`config.mk`:
```
export PLATFORM = sky130hd
export DESIGN_NAME = hpq_cell
export DESIGN_NICKNAME = d
export VERILOG_FILES = /design/src/rtl/hpq_pkg.sv /design/src/rtl/hpq_ram.sv /design/src/rtl/hpq_cell.sv
export SDC_FILE = /design/constraint.sdc
export NUM_CORES = 1
export LEC_CHECK = 0
export BUFFER_PORTS_ARGS = -buffer_cell sky130_fd_sc_hd__buf_2
export CAP_MARGIN = 20
export CORE_UTILIZATION = 40
export DETAILED_ROUTE_END_ITERATION = 8
export PLACE_DENSITY = 0.62
export SYNTH_ARGS = -nofsm -noshare
export SYNTH_HDL_FRONTEND = slang
export SYNTH_HIERARCHICAL = 1
export SYNTH_SLANG_ARGS = --single-unit
export TNS_END_PERCENT = 10
```
`constraint.sdc`:
```
create_clock -name clk -period 14.8 [get_ports clk]
set_input_delay 0.74 -clock clk [delete_from_list [all_inputs] [get_ports clk]]
set_output_delay 0.74 -clock clk [all_outputs]
set_load 0.01 [all_outputs]
```
`src/rtl/hpq_pkg.sv`:
```
// ----------------------------------------------------------------------------
// hpq_pkg
// Shared types and codes for the binary heap priority queue.
// ----------------------------------------------------------------------------
package hpq_pkg;

  localparam int KEY_W       = 32;
  localparam int COUNT_OUT_W = 7;
  localparam int DEPTH_DEF   = 64;

  // Register indexes on the config port (word index)
  localparam logic REG_DESC_ORDER = 1'b0;

  typedef enum logic [1:0] {
    OP_INSERT  = 2'd0,
    OP_EXTRACT = 2'd1,
    OP_PEEK    = 2'd2
  } opcode_t;

  typedef enum logic [1:0] {
    ST_OK    = 2'd0,
    ST_FULL  = 2'd1,
    ST_EMPTY = 2'd2
  } status_t;

  typedef enum logic [2:0] {
    S_IDLE,
    S_EXEC,
    S_FETCH,
    S_WAIT,
    S_RESP
  } ctl_state_t;

  typedef struct packed {
    logic [1:0]       opcode;
    logic [KEY_W-1:0] key;
  } item_t;

  typedef struct packed {
    logic [1:0]             status;
    logic [KEY_W-1:0]       top_key;
    logic [COUNT_OUT_W-1:0] entry_count;
  } result_t;

endpackage

```
`src/rtl/hpq_ram.sv`:
```
// ----------------------------------------------------------------------------
// hpq_ram
// Simple dual-port RAM: one write port, one read port, registered read.
// ----------------------------------------------------------------------------
module hpq_ram #(
  parameter int WIDTH = 32,
  parameter int DEPTH = 64
) (
  input  logic                                     clk,
  input  logic                                     we,
  input  logic [((DEPTH > 1) ? $clog2(DEPTH) : 1)-1:0] waddr,
  input  logic [WIDTH-1:0]                         wdata,
  input  logic [((DEPTH > 1) ? $clog2(DEPTH) : 1)-1:0] raddr,
  output logic [WIDTH-1:0]                         rdata
);

  logic [WIDTH-1:0] mem [DEPTH];

  always_ff @(posedge clk) begin
    if (we) begin
      mem[waddr] <= wdata;
    end
    rdata <= mem[raddr];
  end

endmodule

```
`src/rtl/hpq_cell.sv`:
```
// ----------------------------------------------------------------------------
// hpq_cell
// One heap level. Holds the level's nodes as sibling pairs (left / right RAM)
// and moves the sift token one level per cycle, up or down the chain.
// Node numbers are 1-based: children of n are 2n and 2n+1.
// ----------------------------------------------------------------------------
module hpq_cell import hpq_pkg::*; #(
  parameter int LEVEL = 0,
  parameter int NW    = 7,
  parameter int KW    = KEY_W
) (
  input  logic          clk,
  input  logic          rst,
  input  logic          desc,
  input  logic [NW-1:0] count,
  // sift-down token from the level above: parent node n, carried key
  input  logic          dn_in_vld,
  input  logic [NW-1:0] dn_in_n,
  input  logic [KW-1:0] dn_in_key,
  output logic          dn_out_vld,
  output logic [NW-1:0] dn_out_n,
  output logic [KW-1:0] dn_out_key,
  // sift-up token from the level below: child node c, carried key
  input  logic          up_in_vld,
  input  logic [NW-1:0] up_in_n,
  input  logic [KW-1:0] up_in_key,
  output logic          up_out_vld,
  output logic [NW-1:0] up_out_n,
  output logic [KW-1:0] up_out_key,
  // writes into this level from a neighbor or the controller
  input  logic          wr_in_vld,
  input  logic [NW-1:0] wr_in_n,
  input  logic [KW-1:0] wr_in_data,
  // writes to the parent and child levels
  output logic          pw_vld,
  output logic [NW-1:0] pw_n,
  output logic [KW-1:0] pw_data,
  output logic          cw_vld,
  output logic [NW-1:0] cw_n,
  output logic [KW-1:0] cw_data,
  // fetch of one node, data in the next cycle
  input  logic [NW-1:0] fe_n,
  output logic [KW-1:0] fe_data,
  output logic          done
);

  localparam int ROWS   = (LEVEL < 2) ? 1 : (1 << (LEVEL - 1));
  localparam int ROW_AW = (LEVEL < 3) ? 1 : (LEVEL - 1);
  localparam logic [NW-1:0] ONE_N = NW'(1);

  function automatic logic above(input logic [KW-1:0] a, input logic [KW-1:0] b,
                                 input logic d);
    above = d ? (a > b) : (a < b);
  endfunction

  logic              ph_dn;
  logic              ph_up;
  logic [NW-1:0]     n_r;
  logic [KW-1:0]     key_r;
  logic              half_r;

  logic [NW-1:0]     rd_row;
  logic [ROW_AW-1:0] rd_addr;
  logic [KW-1:0]     rd_l;
  logic [KW-1:0]     rd_r;

  logic              own_vld;
  logic [NW-1:0]     own_n;
  logic              w_vld;
  logic [NW-1:0]     w_n;
  logic [KW-1:0]     w_data;
  logic [NW-1:0]     w_row;
  logic [ROW_AW-1:0] w_addr;

  // sift-down compare
  logic              r_ok;
  logic              sel_l;
  logic              sel_r;
  logic [KW-1:0]     best0;
  logic              moved;
  logic [KW-1:0]     mv_val;
  logic [NW-1:0]     c_dn;
  logic              deeper;
  // sift-up compare
  logic [NW-1:0]     p_up;
  logic [KW-1:0]     up_val;
  logic              go;
  logic              at_root;

  // read row: children pair of a parent, the pair holding a parent, or a fetch
  always_comb begin
    if (dn_in_vld) begin
      rd_row = dn_in_n;
    end else if (up_in_vld) begin
      rd_row = up_in_n >> 2;
    end else begin
      rd_row = fe_n >> 1;
    end
    rd_addr = (ROWS > 1) ? rd_row[ROW_AW-1:0] : '0;
  end

  always_comb begin
    r_ok   = {n_r, 1'b1} <= {1'b0, count};
    sel_l  = above(rd_l, key_r, desc);
    best0  = sel_l ? rd_l : key_r;
    sel_r  = r_ok && above(rd_r, best0, desc);
    moved  = sel_l | sel_r;
    mv_val = sel_r ? rd_r : rd_l;
    c_dn   = {n_r[NW-2:0], sel_r};
    deeper = {c_dn, 1'b0} <= {1'b0, count};

    p_up    = n_r >> 1;
    up_val  = n_r[1] ? rd_r : rd_l;
    go      = above(key_r, up_val, desc);
    at_root = (p_up == ONE_N);
  end

  always_comb begin
    pw_vld     = ph_dn;
    pw_n       = n_r;
    pw_data    = moved ? mv_val : key_r;
    dn_out_vld = ph_dn & moved & deeper;
    dn_out_n   = c_dn;
    dn_out_key = key_r;

    cw_vld     = ph_up;
    cw_n       = n_r;
    cw_data    = go ? up_val : key_r;
    up_out_vld = ph_up & go & ~at_root;
    up_out_n   = p_up;
    up_out_key = key_r;

    done = (ph_dn & ~(moved & deeper)) | (ph_up & ~(go & ~at_root));

    // carried key lands in this level at the end of a sift
    own_vld = (ph_dn & moved & ~deeper) | (ph_up & go & at_root);
    own_n   = ph_dn ? c_dn : p_up;

    w_vld  = own_vld | wr_in_vld;
    w_n    = own_vld ? own_n : wr_in_n;
    w_data = own_vld ? key_r : wr_in_data;
    w_row  = w_n >> 1;
    w_addr = (ROWS > 1) ? w_row[ROW_AW-1:0] : '0;

    fe_data = half_r ? rd_r : rd_l;
  end

  always_ff @(posedge clk) begin
    if (rst) begin
      ph_dn <= 1'b0;
      ph_up <= 1'b0;
    end else begin
      ph_dn <= dn_in_vld;
      ph_up <= up_in_vld;
    end
  end

  always_ff @(posedge clk) begin
    if (dn_in_vld) begin
      n_r   <= dn_in_n;
      key_r <= dn_in_key;
    end else if (up_in_vld) begin
      n_r   <= up_in_n;
      key_r <= up_in_key;
    end
    half_r <= fe_n[0];
  end

  hpq_ram #(
    .WIDTH (KW),
    .DEPTH (ROWS)
  ) u_ram_l (
    .clk   (clk),
    .we    (w_vld & ~w_n[0]),
    .waddr (w_addr),
    .wdata (w_data),
    .raddr (rd_addr),
    .rdata (rd_l)
  );

  hpq_ram #(
    .WIDTH (KW),
    .DEPTH (ROWS)
  ) u_ram_r (
    .clk   (clk),
    .we    (w_vld & w_n[0]),
    .waddr (w_addr),
    .wdata (w_data),
    .raddr (rd_addr),
    .rdata (rd_r)
  );

endmodule

```
======== Word level (Yosys, flattened, before mapping) ========
Memory sizes are Yosys's and may differ from the RTL's. A register that Yosys moved wholly into a read port is not among the register bits.
Index checks and enable logic that the tools add are counted.
cells by class
  equality and inequality tests ........... 1
  bitwise gates (word level) .............. 21
  reduce and logical (&&, ||, !) cells .... 2
  $mul .................................... 0
  multiplexer cells ....................... 20
  divide/modulo/power cells ............... 0
  shifts and indexed selects .............. 0
  magnitude comparators ................... 8
  add/subtract/negate cells ............... 0
operators with widths
  kind                                                              number
  32-bit 2-to-1 mux                                                 9
  32-bit greater-than comparator                                    3
  32-bit < comparator                                               3
  8-bit by 7-bit less-or-equal comparator with 1-bit output         2
  7-bit 2-to-1 mux                                                  2
  1-bit bitwise AND                                                 12
  1-bit 2-to-1 mux                                                  9
  6-bit by 1-bit == test with 1-bit output (second input constant)  1
  1-bit NOT                                                         5
  1-bit OR                                                          4
  2-bit nonzero test                                                1
  1-bit logical AND                                                 1
word-level totals
  output and inout port bits .............. 193
  memory bits (read-only) ................. 0
  latch bits .............................. 0
  word-level logic and storage cells ...... 59
  flip-flop bits (word level) ............. 42
  bits in writable memories ............... 64
  memories kept ........................... 2
memories
  name         depth  bits a word  rd ports  clocked after memory_dff  write ports  RTL line       RTL
  u_ram_l.mem  1      32           1         1                         1            hpq_ram.sv:17  logic [WIDTH-1:0] mem [DEPTH];
  u_ram_r.mem  1      32           1         1                         1            hpq_ram.sv:17

======== Longest topological paths before layout ========
  depth in word-level cells ............... 15
  mapped depth ............................ 29
  gate-level depth less buffers ........... 25

======== By module ========
Netlist, hierarchy kept.
by module, submodules not included
  module    cells each  instances  area each (sq um)
  hpq_cell  791         1          7083.0
  hpq_ram   64          2          1601.5

======== Worst setup path after synthesis ========
OpenSTA, ideal clock, no wires.
  kind .................................... register to register
  start ................................... register key_r[14], in the netlist dn_out_key[14]
  end ..................................... memory u_ram_r.mem[0][0] (enable)
  arrival time ............................ 8.114 ns
  cell stages (with the launch flop) ...... 30
  setup slack ............................. 6.251 ns
  clock period less this slack ............ 8.549 ns
  buffers on the path ..................... 4
  cells stage by stage .................... edfxtp_1 > inv_1 > ha_1 > a21oi_1 > nand2_1 > a221o_1 > a211o_1 > a211o_1 > mux2_4 > buf_6 > clkbuf_1 > mux2i_1 > ha_1 > a41oi_1 > o21ai_0 > a221o_1 > a2111o_1 > o211ai_1 > clkbuf_1 > nand2_1 > ha_1 > a21o_1 > a21o_1 > a21oi_1 > o21ai_0 > nand3_1 > inv_1 > a211oi_4 > buf_6 > mux2i_1
on the way
  cells in the longest elaborated chain, start to end .. 14
  elaborated cells on any way between the ends .. 25
ends and longest elaborated chain
  element                                                                                RTL line                          RTL
  start, declared                                                                        hpq_cell.sv:59                    logic [KW-1:0] key_r;
  start signal, assigned                                                                 hpq_cell.sv:161                   key_r <= dn_in_key;
  start signal, assigned                                                                 hpq_cell.sv:164                   key_r <= up_in_key;
  32-bit < comparator or 32-bit greater-than comparator (tied branches)                  hpq_cell.sv:53                    above = d ? (a > b) : (a < b);
  1-bit 2-to-1 mux                                                                       hpq_cell.sv:53
  32-bit 2-to-1 mux *                                                                    hpq_cell.sv:105                   best0 = sel_l ? rd_l : key_r;
  32-bit < comparator or 32-bit greater-than comparator (tied branches)                  hpq_cell.sv:53
  1-bit 2-to-1 mux *                                                                     hpq_cell.sv:53
  1-bit logical AND *                                                                    hpq_cell.sv:106                   sel_r = r_ok && above(rd_r, best0, desc);
  net sel_r                                                                              hpq_cell.sv:78                    logic sel_r;
  8-bit by 7-bit less-or-equal comparator with 1-bit output or 1-bit OR (tied branches)  hpq_cell.sv:110, hpq_cell.sv:107
  1-bit NOT or 1-bit bitwise AND (tied branches)                                         hpq_cell.sv:136                   own_vld = (ph_dn & moved & ~deeper) | (ph_up & go & at_root);
  1-bit bitwise AND                                                                      hpq_cell.sv:136
  1-bit OR                                                                               hpq_cell.sv:136
  1-bit OR or 1-bit 2-to-1 mux (tied branches)                                           hpq_cell.sv:139, hpq_cell.sv:140
  1-bit bitwise AND *                                                                    hpq_cell.sv:186                   .we (w_vld & w_n[0]),
  1-bit 2-to-1 mux *                                                                     hpq_ram.sv:20                     if (we) begin
  1-bit 2-to-1 mux (not written as such) *                                               hpq_ram.sv:21                     mem[waddr] <= wdata;
  end, declared                                                                          hpq_ram.sv:17
The timed path passes the listed nets; every way through them passes the cells marked *.

======== Final worst setup path ========
  start ................................... register key_r[7], in the netlist dn_out_key[7]
  end ..................................... memory u_ram_r.mem[0][23] (enable)
on the way
  cells in the longest elaborated chain, start to end .. 14
  elaborated cells on any way between the ends .. 25
ends and longest elaborated chain
  element                                                                                RTL line
  32-bit < comparator or 32-bit greater-than comparator (tied branches)                  hpq_cell.sv:53
  1-bit 2-to-1 mux                                                                       hpq_cell.sv:53
  32-bit 2-to-1 mux                                                                      hpq_cell.sv:105
  32-bit < comparator or 32-bit greater-than comparator (tied branches)                  hpq_cell.sv:53
  1-bit 2-to-1 mux                                                                       hpq_cell.sv:53
  1-bit logical AND                                                                      hpq_cell.sv:106
  8-bit by 7-bit less-or-equal comparator with 1-bit output or 1-bit OR (tied branches)  hpq_cell.sv:110, hpq_cell.sv:107
  1-bit NOT or 1-bit bitwise AND (tied branches)                                         hpq_cell.sv:136
  1-bit bitwise AND                                                                      hpq_cell.sv:136
  1-bit OR                                                                               hpq_cell.sv:136
  1-bit OR or 1-bit 2-to-1 mux (tied branches)                                           hpq_cell.sv:139, hpq_cell.sv:140
  1-bit bitwise AND *                                                                    hpq_cell.sv:186
  1-bit 2-to-1 mux *                                                                     hpq_ram.sv:20
  1-bit 2-to-1 mux (not written as such) *                                               hpq_ram.sv:21
Mark *: on every way between the ends. The rest lies on a longest branch, timed or not.

==> flow_summary.json <==
{
  "clockPowerShare_pct": 28.6,
  "ys_types": 51,
  "clkLatencyLatePin_ns": 0.44,
  "crit_fanout": 34,
  "syn-cell-area_um2": 10290,
  "grt_setup_unrepaired": "false",
  "regToRegSetupSlack_ns": 6.01,
  "ir_drop_v": 0.00006301,
  "setup_viol": 0,
  "final.fill_count": 2309,
  "wl_per_cell_um": 19.36,
  "cts_htree_levels": 4,
  "fin_hold_ws_ns": 0.3395,
  "layout.cells.non_filler": 1512,
  "grt-ovfl-total": 0,
  "rr_worst_depth": 27,
  "multi_input_area_um2": 5126,
  "ctsResizeCount": 0,
  "dpl.hpwl_um": 21300,
  "combinationalPowerShare_pct": 32.5,
  "critPathTopFamily": "compound AO/OA/AOI/OAI gates",
  "final_core_util_pct": 49.22,
  "pwr_density_cell_nw_per_um2": 126.3,
  "ys_async_sr_fraction_pct": 0,
  "dieArea_um2": 26360,
  "rows": 58,
  "numCtsBuffers": 17,
  "clockBufferDepth": 2,
  "skew_ns": 0.01508,
  "slowest_stage": "mux2i_4",
  "drt_pass1_iterations": 5,
  "cp.arrival_ns": 8.88,
  "min_period_ns": 8.786,
  "seq_area_um2": 4436,
  "outcome": "finished, final reports clean",
  "worst-path-buf-inv": 3,
  "drc_errors": 0,
  "syn_inst": 919,
  "startpoint_type": "flop",
  "switching_power_mw": 0.5405,
  "cts_tree": "yes",
  "die_h_um": 162.4,
  "gp_congestion": 0.8805,
  "worstMarginPinSlew_ns": 1.027,
  "placed_cells": 1479,
  "avgViaCountPerCell": 5.317,
  "max_slew_margin_pct": 31.52,
  "synth_edf_count": 103,
  "dr.first_iter.drc_count": 479,
  "routed_wl_um": 29280,
  "hold_class": "reg -> reg",
  "maxSlewViolCount": 0,
  "seq_power_share_pct": 38.9,
  "power.leakage_nw": 5.801,
  "io_buffer_count": 316,
  "hold_depth": 0,
  "cp.required_ns": 14.90,
  "tns_ns": 0,
  "clk_pin_slew_ns": 0.07,
  "synth_seq_area_share_pct": 43.11,
  "postCtsSetupRepairBufs": 0,
  "cp-end-kind": "flop",
  "worstHoldEndpoint": "u_ram_l/rdata[2]",
  "vias": 8039,
  "start_util_pct": 40.85,
  "critPathKind": "reg -> reg",
  "clockRootBuffer": "clkbuf_16",
  "hold_path.startpoint": "u_ram_l/mem[0][2]",
  "drive_gt1_share_pct": 39.42,
  "reg2reg_from": "dn_out_key[7]",
  "grt_pass1_wl_um": 43810,
  "antenna_found_initial": 0,
  "layout.nets": 1414,
  "die_w_um": 162.4,
  "synthFlopType": "edfxtp_1",
  "synthToLayoutAreaGrowth_pct": 20.51,
  "syn-num-nets": 1164,
  "grt_pass1_vias": 7743,
  "floorplan.io_pins": 330,
  "antenna_cells_inserted": 0,
  "r2r-end": "u_ram_r/mem[0][23]",
  "max-cap-violations": 0,
  "hold_viol": 0,
  "cts.sinks": 170,
  "postSynthRegisterBits": 170,
  "ctsHoldBuffers": 0,
  "yosysWarnings": 6,
  "track_usage_pct": 22.15,
  "ant_nets": 0,
  "sw_frac_of_total_pct": 34.51,
  "core_area_um2": 25180,
  "internal-power_mw": 1.026,
  "slowest_delay_ns": 0.77,
  "max_freq_mhz": 113.8,
  "grt_start_max_net_pins": 65,
  "fin_crit_sh_pct": 59.36,
  "avgSynthCellArea_um2": 11.19
}
## power groups by stage
stage | Combinational (mW) | Clock (mW) | Sequential (mW)
2_1_floorplan | 0.335 | 0 | 0.606
3_3_place_gp | 0.502 | 0 | 0.617
3_5_place_dp | 0.509 | 0 | 0.619
4_1_cts | 0.513 | 0.455 | 0.609
5_1_grt | 0.564 | 0.472 | 0.616
6_report | 0.510 | 0.447 | 0.609
## cell usage after synthesis (4+ instances only)
| cell | number | area share [%] |
|---|---|---|
| nand3_1 | 12 | 0.58 |
| clkbuf_1 | 35 | 1.3 |
| nand2_1 | 58 | 2.1 |
| nor3_1 | 6 | 0.29 |
| inv_1 | 49 | 1.8 |
| mux2_4 | 30 | 4.4 |
| edfxtp_1 | 103 | 30 |
| nor2_1 | 16 | 0.58 |
| buf_4 | 53 | 3.9 |
| a21o_1 | 9 | 0.66 |
| dfxtp_1 | 67 | 13 |
| buf_6 | 4 | 0.44 |
| o21ai_0 | 51 | 2.5 |
| nor4_1 | 5 | 0.30 |
| a21oi_1 | 74 | 3.6 |
| nand4_1 | 17 | 1.0 |
| a31oi_1 | 32 | 1.9 |
| mux2i_1 | 64 | 6.2 |
| nor2b_1 | 7 | 0.43 |
| ha_1 | 108 | 13 |
| and4_1 | 5 | 0.43 |
| mux2_2 | 75 | 8.2 |
## stage by stage
stage	cell area (um2)	power, mW	setup WS, ns
global placement	11800	1.120	6.036
global route	12400	1.652	5.658
finish	12400	1.566	6.014
CTS	12380	1.577	5.946
floorplan	10290	0.9403	6.251
detailed placement	11800	1.129	5.987
## registers in the layout, indices dropped and copies added (netlist names)
register / count
cw_n: 7
cw_vld: 1
dn_out_key: 32
half_r: 1
pw_vld: 1
u_ram_l/mem: 32
u_ram_l/rdata: 32
u_ram_r/mem: 32
u_ram_r/rdata: 32
## routing by layer
layer / up-vias / GRT usage [%] / routed length (um)
met1: 3886 / 29.13 / 13220
met3: 38 / 3.412 / 1282
li1: 3879 / - / -
met5: - / 0 / 0
met4: 0 / 7.890 / 709
met2: 236 / 36.81 / 14060
## final cells by class
cell class / count / area share (%)
Multi-Input combinational cell: 606 / 41.35
Sequential cell: 170 / 35.78
Timing Repair Buffer: 325 / 13.40
Clock buffer: 19 / 3.492
Tap cell: 330 / 3.331
Inverter: 49 / 1.484
Clock inverter: 13 / 1.151
## how the worst max path moves through the flow
stage,endpoint,from,slack (ns),depth (start not counted)
floorplan,u_ram_r/mem[0][0],dn_out_key[14],6.25,29
finish,u_ram_r/mem[0][23],dn_out_key[7],6.01,27
CTS,u_ram_r/mem[0][23],dn_out_key[7],5.95,27
global placement,u_ram_r/mem[0][26],dn_out_key[7],6.04,27
global route,u_ram_r/mem[0][23],dn_out_key[7],5.66,27
detailed placement,u_ram_r/mem[0][26],dn_out_key[7],5.99,27
## logic make-up after synthesis
kind of cell               count (synthesis)  share of synthesized area [%]
and+or+nand+nor                          135                          6.435
muxes                                    169                          18.82
other                                      1                        0.03646
buffers and inverters                    143                          7.444
adders and majority gates                108                          13.14
AOI/OAI and AO/OA                        193                          11.02
DFF                                      170                          43.11
## worst register-to-register path: stages (launching register included)
cell and delay, ns:
edfxtp_1 0.49, inv_1 0.08, ha_1 0.31, a21oi_1 0.17, o21ai_0 0.15, a221o_1 0.32, a211o_1 0.26, a211o_1 0.31
mux2_4 0.70, mux2i_1 0.33, ha_1 0.29, a41oi_1 0.21, o21ai_0 0.18, a221o_1 0.43, a2111o_1 0.52, o211ai_1 0.26
nand2_1 0.23, ha_1 0.25, a21o_1 0.17, a21o_1 0.17, a21oi_1 0.15, o21ai_0 0.12, nand3_1 0.16, a21oi_1 0.09
a211oi_4 0.24, buf_4 0.63, mux2i_4 0.78, buf_4 0.45
## cell usage in the layout (no fill, tap or decap), types with 30 or more instances in the layout
master    netlist  layout
edfxtp_1      103     103
a31oi_1        32      32
nand2_1        58      58
buf_2           0     316
dfxtp_1        67      66
o21ai_0        51      50
mux2i_1        64      63
inv_1          49      49
mux2_2         75      75
ha_1          108     108
a21oi_1        74      74
mux2_4         30      30
(Power assumes the default switching activity.)
